### src/rtl/plr_pkg.sv
`timescale 1ns / 1ps
package plr_pkg;

  localparam int unsigned ChannelsDefault = 128;
  localparam int unsigned MaxRunDefault   = 64;

  localparam logic [7:0]  ChannelCountReset = 8'd128;
  localparam logic [31:0] GridStepReset     = 32'h0001_0000;

  typedef enum logic [1:0] {
    StatusOk        = 2'd0,
    StatusBadChan   = 2'd1,
    StatusTruncated = 2'd2
  } status_e;

  typedef enum logic {
    RegChannelCount = 1'b0,
    RegGridStep     = 1'b1
  } reg_idx_e;

  typedef struct packed {
    logic [7:0]  channel;
    logic [31:0] sample_time;
    logic [31:0] sample_value;
  } in_item_t;

  typedef struct packed {
    logic [7:0]  out_channel;
    logic [31:0] grid_index;
    logic [31:0] grid_value;
    logic        last;
    logic [1:0]  status;
  } out_item_t;

  // Operands of one interpolation; the divider takes these.
  typedef struct packed {
    logic [47:0] a;     // |t - T0|, Q32.16
    logic [31:0] b;     // |y1 - y0|
    logic [47:0] d;     // |T1 - T0|, Q32.16
    logic        neg;
    logic [31:0] y0;
  } lerp_req_t;

endpackage

### src/rtl/plr_lerp.sv
`timescale 1ns / 1ps
// Interpolation unit: 48x32 product in two 24x32 partial products, then a
// restoring divide, one quotient bit a cycle over 80 significant bits
// (product < 2^80), quotient saturated at 2^40, then signed add and clamp.
module plr_lerp (
  input  logic               clk_i,
  input  logic               rst_ni,
  input  logic               start_i,
  input  plr_pkg::lerp_req_t req_i,
  output logic               done_o,
  output logic [31:0]        value_o
);

  localparam int unsigned PW = 80;

  typedef enum logic [2:0] {
    SIdle, SMul0, SMul1, SDiv, SFin
  } state_e;

  state_e           state_q;
  plr_pkg::lerp_req_t req_q;
  logic [PW-1:0]    prod_q;
  logic [55:0]      part_q;
  logic [48:0]      rem_q;
  logic [40:0]      quo_q;
  logic             sat_q;
  logic [6:0]       cnt_q;
  logic             done_q;
  logic [31:0]      value_q;

  logic [48:0] rem_sh;
  logic        qb;
  logic [40:0] quo_nx;
  logic [33:0] mag;
  logic [34:0] sum;

  assign rem_sh = {rem_q[47:0], prod_q[PW-1]};
  assign qb     = rem_sh >= {1'b0, req_q.d};
  assign quo_nx = {quo_q[39:0], qb};
  // q stops growing once it reaches 2^40; the clamp below only needs 34 bits of it.
  assign mag    = (sat_q || quo_q[40]) ? 34'h3_0000_0000 :
                  (|quo_q[39:33]) ? 34'h3_0000_0000 : {1'b0, quo_q[32:0]};
  assign sum    = req_q.neg ? ({3'b0, req_q.y0} - {1'b0, mag})
                            : ({3'b0, req_q.y0} + {1'b0, mag});

  always_ff @(posedge clk_i or negedge rst_ni) begin
    if (!rst_ni) begin
      state_q <= SIdle;
      done_q  <= 1'b0;
    end else begin
      done_q <= 1'b0;
      unique case (state_q)
        SIdle: begin
          if (start_i) begin
            req_q   <= req_i;
            state_q <= SMul0;
          end
        end
        SMul0: begin
          part_q  <= 56'(req_q.a[23:0]) * 56'(req_q.b);
          state_q <= SMul1;
        end
        SMul1: begin
          prod_q  <= PW'({56'(req_q.a[47:24]) * 56'(req_q.b), 24'b0}) + PW'(part_q);
          rem_q   <= '0;
          quo_q   <= '0;
          sat_q   <= 1'b0;
          cnt_q   <= 7'(PW - 1);
          state_q <= SDiv;
        end
        SDiv: begin
          rem_q  <= qb ? rem_sh - {1'b0, req_q.d} : rem_sh;
          prod_q <= {prod_q[PW-2:0], 1'b0};
          if (!sat_q) begin
            quo_q <= quo_nx;
            if (quo_nx[40]) sat_q <= 1'b1;
          end
          cnt_q <= cnt_q - 7'd1;
          if (cnt_q == '0) state_q <= SFin;
        end
        SFin: begin
          if (sum[34]) value_q <= '0;
          else if (|sum[33:32]) value_q <= '1;
          else value_q <= sum[31:0];
          done_q  <= 1'b1;
          state_q <= SIdle;
        end
        default: state_q <= SIdle;
      endcase
    end
  end

  assign done_o  = done_q;
  assign value_o = value_q;

  a_done_after_fin: assert property (@(posedge clk_i) disable iff (!rst_ni)
    (state_q == SFin) |=> done_q)
    else $error("done missing after finish");
  a_no_start_busy: assert property (@(posedge clk_i) disable iff (!rst_ni)
    done_q |-> (state_q == SIdle))
    else $error("done while busy");
  a_sat_sticky: assert property (@(posedge clk_i) disable iff (!rst_ni)
    (state_q == SDiv && sat_q) |=> (sat_q || state_q != SDiv))
    else $error("saturation dropped");

endmodule

### config.mk
export PLATFORM = sky130hd
export DESIGN_NAME = plr_lerp
export DESIGN_NICKNAME = d
export VERILOG_FILES = /design/src/rtl/plr_pkg.sv /design/src/rtl/plr_lerp.sv
export SDC_FILE = /design/constraint.sdc
export NUM_CORES = 2
export LEC_CHECK = 0
export BUFFER_PORTS_ARGS = -buffer_cell sky130_fd_sc_hd__buf_2
export CORE_MARGIN = 5
export CORE_UTILIZATION = 45
export CTS_BUF_LIST = sky130_fd_sc_hd__clkbuf_8
export CTS_CLUSTER_DIAMETER = 100
export DETAILED_ROUTE_END_ITERATION = 10
export SYNTH_ARGS = -nofsm -noshare
export SYNTH_HDL_FRONTEND = slang
export SYNTH_SLANG_ARGS = --single-unit
### constraint.sdc
create_clock -name clk_i -period 21 [get_ports clk_i]
set_input_delay 0 -clock clk_i [delete_from_list [all_inputs] [get_ports clk_i]]
set_output_delay 0 -clock clk_i [all_outputs]
set_load 0.005 [all_outputs]
### Yosys cells after proc, flatten, opt, wreduce, memory -nomap -nowiden

Index checks and enable logic that the tools add are counted.

* flip-flop bits (word level): 430
* output and inout port bits: 33
* logic and storage cells: 58

* $add $sub $neg: 5
* multipliers: 2
* magnitude comparators: 1
* equal/unequal tests: 7
* mux-type cells: 17
* reductions and logical operators: 12

Operators with widths (number)
* $pmux 80 s2: 1
* $mul 24x32->56: 2
* $pmux 48 s2: 1
* $pmux 41 s2: 1
* $add 80x56->80: 1
* $mux 34: 2
* $ge 49x48->1: 1
* $mux 48: 1
* $sub 48x48->48: 1
* $mux 41: 1
* $add 32x34->35: 1
* $mux 35: 1
* $sub 32x34->35: 1
* $mux 32: 1
* $pmux 7 s2: 1
* $pmux 3 s4: 1
* $reduce_and 2->1: 4
* $logic_not 7->1: 1
* $reduce_or 7->1: 1
* $sub 7x1->7 const B: 1
* $eq 3x2->1 const B: 2
* $mux 3: 2
* $ne 2x2->1 const B: 3
* $reduce_and 3->1: 2
* other kinds (8): 10

### Logic depth before layout (Yosys ltp)

* depth after elaboration: 7
* mapped depth: 38
* depth with buffers taken out: 35

### Worst setup path after synthesis

No wires, ideal clock.

* path type: register to register
* start: register req_q[94] (netlist bit)
* end: register prod_q[79], data pin
* library setup time: 270 ps
* arrival time: 8454 ps
* data required time: 20730 ps
* slack: 12276 ps
* cell stages (with the launch flop): 33
* period minus slack after synthesis: 8724 ps
* path through: edfxtp_1 clkbuf_1 clkbuf_1 nand2_1 fa_1 inv_1 fa_1 inv_1 fa_1 fa_1 fa_1 inv_1 fa_1 inv_1 fa_1 inv_1 ha_1 clkbuf_1 a21oi_1 o21ai_0 nor2b_1 o31a_1 o21a_1 xnor2_1 ha_1 nand2_1 o41ai_1 a221o_1 and3_1 nor4b_2 nand4_1 xnor2_1 a21oi_1

* cells in the longest elaborated chain, start to end: 3

RTL lines
* start, declared: line plr_lerp.sv:21 `plr_pkg::lerp_req_t req_q;`
* start signal, assigned: line plr_lerp.sv:55 `req_q <= req_i;`
* $mul 24x32->56: line plr_lerp.sv:64 `prod_q <= PW'({56'(req_q.a[47:24]) * 56'(req_q.b), 24'b0}) + PW'(part_q);`
* $add 80x56->80: line plr_lerp.sv:64
* $pmux 80 s2: line plr_lerp.sv:52 `unique case (state_q)`
* end signal, assigned: line plr_lerp.sv:64
* end signal, assigned: line plr_lerp.sv:73 `prod_q <= {prod_q[PW-2:0], 1'b0};`
* end, declared: line plr_lerp.sv:22 `logic [PW-1:0] prod_q;`

Every way passes these cells.
A chain may end at the register's enable or synchronous reset.

### Final worst setup path

* start: register req_q[138] (netlist bit)
* end: register prod_q[79], data pin

The elaborated chain is that of the path after synthesis.

==> run metrics <==
die area=0.167 sq mm; Max stage delay on crit path=1200 ps; H-tree depth=3; RSZ-0062 raised after global routing=no; Setup Skew=116 ps; Worst path slowest cell=edfxtp_1; Core Box Area=0.158 sq mm; vias per inst=5.32; number of unique standard cell types used by synthesis=83; largest net degree at the start of global routing=96; GPL Wtd Cong=0.910; Max Transition Viols Final=0; Rows=146; XOR/XNOR Fraction of Synth Area=2.86%; status=complete, no violations; layout cells sized above 1=5.51%; Cell Int Power=1.97 mW; hpwl dp=146000 um; Vias=53.7k; final hold vios=0; final setup violation count=0; sequential fraction of the synthesis area=18.0%; TritonCTS Buffers=85; post-synthesis simple-gate area fraction=16.5%; crit-path leading delay family=adder cells; Setup TNS=0 ps; max-cap viol count=0; synthesized cell area=0.0715 sq mm; vias in the first global route=57.8k; Final Cycle Share=47.8%; DIE WIDTH=409 um; main combinational cell family by area after synthesis=adder cells; crit start category=register; combinational share of power=31.7%; Initial Util=45.2%; starting DRC count in detailed routing=3843; Post-synth top flop=edfxtp_1; post-synthesis compound-gate area fraction=7.33%; mux cell area share after synthesis=0.0157%; Ys Warns=0; worst r2r dst=prod_q[79]; GRT overflow=0; Max Fclk=99.5 MHz; Syn Area/Cell=9.37 sq um; Rel. slew slack=13.8%; VDD IR-drop max=0.0761 mV; die height=409 um; setup slack, reg-to-reg=10950 ps; hold_sp=req_i[139]; Net Sw Frac=33.8%; pre-CTS WS=11010 ps; DRC Markers=0; WHS Path Cells=2; Psw=1.01 mW; cell mode on critical path=fa_1; # IOs=197; # nets final=9902; total track usage=25.1%; data required time of the worst path=21530 ps; Pre-antenna DRT Iters=6; number of antenna violations at the first check in global routing=8; final setup margin=10950 ps; clock network fraction of total power=30.0%; final WL=206000 um; RR Startpoint=req_q[138]; number of synthesized flops with an enable pin=426; CTS root buf=clkbuf_8; Clock Pin Slew Worst Setup and Hold Paths=60 ps; Pleak=37.5 nW; min Tclk post-route=10050 ps; Seq cells post-synth=430; critical path data arrival time=10570 ps; antenna-violating nets left=0; Post-Syn Nets=9597; Worst Path Max Fanout=32; Cell Pwr Density=37.6 mW/mm^2; Crit path buffers/inverters=4; CP endpoint kind=register; Hold Path Class=in2reg; first-pass GRT wire length=329000 um; Area Overhead vs Synth=10.9%; # port buffers=196; adder-cell area share of the yosys netlist=45.3%; Longest Clk Path Bufs=3; worst-margin pin slew=1290 ps; asr flop ratio synth=0.930%; critical path type=reg2reg; Clk Latency, worst-skew pair=860 ps; CTS tree=yes; Mapped Cells=7635; clk sinks=430; reg2reg path depth=28; register share of total power=38.3%; average wire per cell in the routed design=20.4 um; WHS Endpoint=req_q[139]
[timing repair]
| action | 4_1_cts | 5_1_grt |
|---|---|---|
| buffers inserted | 0 | 0 |
| hold endpoints to repair | 229 | 0 |
| resized for setup | 0 | 0 |
| hold buffers | 324 | 0 |
[stage by stage]
stage / power, mW / utilization [%] / instance area [sq um] / std cells / hold WS [ps]
6_report: 2.98 / 50.2 / 79300 / 10100 / 187
5_1_grt: 3.19 / 50.2 / 79300 / 10100 / 99.5
4_1_cts: 3.02 / 50.1 / 79300 / 10100 / 13.8
3_5_place_dp: 2.05 / 47.0 / 74400 / 9601 / -171
3_3_place_gp: 2.04 / 47.0 / 74400 / 9601 / -177
2_1_floorplan: 1.83 / - / 71500 / 7635 / -296
[worst max path at each step]
stage | from | endpoint | slack (ps) | cells after the start
detailed placement | req_q[98] | prod_q[79] | 11010 | 29
global route | req_q[138] | prod_q[77] | 10360 | 27
floorplan | req_q[94] | prod_q[79] | 12280 | 32
finish | req_q[138] | prod_q[79] | 10950 | 28
global placement | req_q[138] | prod_q[71] | 11220 | 28
CTS | req_q[138] | prod_q[79] | 10950 | 27
[layout by cell type (no fill, tap or decap), types with 45 or more instances in the layout]
master,n
a21oi_1,267
ha_1,479
inv_1,1516
xor2_1,103
nand4_1,45
nor2_1,189
clkbuf_8,87
xnor2_1,130
o21ai_1,56
a21o_1,113
o21a_1,67
edfxtp_1,426
o21ai_0,92
buf_2,196
nand3_1,66
and2_1,727
dlygate4sd3_1,324
buf_4,102
nand2_1,1205
fa_1,1319
nor3_1,48
[Yosys cell counts, drive strengths merged (67+ instances only)]
cell | n | area [sq um]
and2 | 728 | 4550
inv | 1493 | 5600
xnor2 | 131 | 1150
ha | 479 | 5990
clkbuf | 382 | 1430
xor2 | 103 | 902
a21o | 113 | 848
nor2 | 190 | 713
edfxtp | 426 | 12800
o21a | 67 | 503
a21oi | 267 | 1340
o21ai | 148 | 741
fa | 1319 | 26400
nand2 | 1205 | 4520
[kinds of logic after synthesis]
family / Yosys count
and+or+nand+nor: 2450
adders and majority gates: 1798
DFF: 430
AOI/OAI and AO/OA: 823
xor gates and xnor gates: 234
muxes: 1
buffers and inverters: 1899
[state kept, by name, indices dropped and copies added, names as in the netlist]
name	flops
rem_q	48
state_q	3
part_q	56
prod_q	80
value_o	32
done_o	1
sat_q	1
quo_q	41
req_q	161
cnt_q	7
[layer usage]
layer / vias up / part of all wire [%] / wire length (um) / global-route usage (%)
li1: 24100 / - / - / -
met4: 0 / 2.9 / 5890 / 6.66
met2: 1997 / 46 / 93800 / 40.4
met1: 27200 / 43 / 87700 / 34.3
met5: - / 0 / 0 / 0
met3: 325 / 8.9 / 18300 / 5.67
[power by group through the flow]
stage / combinational, mW / clock [mW] / sequential [mW]
final: 0.944 / 0.895 / 1.14
after global routing: 1.06 / 0.973 / 1.15
after global placement: 0.880 / 0 / 1.15
after floorplan: 0.689 / 0 / 1.14
after CTS: 0.942 / 0.938 / 1.14
after detailed placement: 0.891 / 0 / 1.16
[cell type report]
type,instances,area [sq um]
fillers,14700,78900
multi-input cells,5306,51500
flip-flops and latches,430,12900
inverters,1495,5610
repair buffers,622,4990
well taps,2072,2590
clock buffers,87,1200
clock inverters,64,504
diodes,2,5.00
No activity file was read; power rests on OpenSTA's default activity.
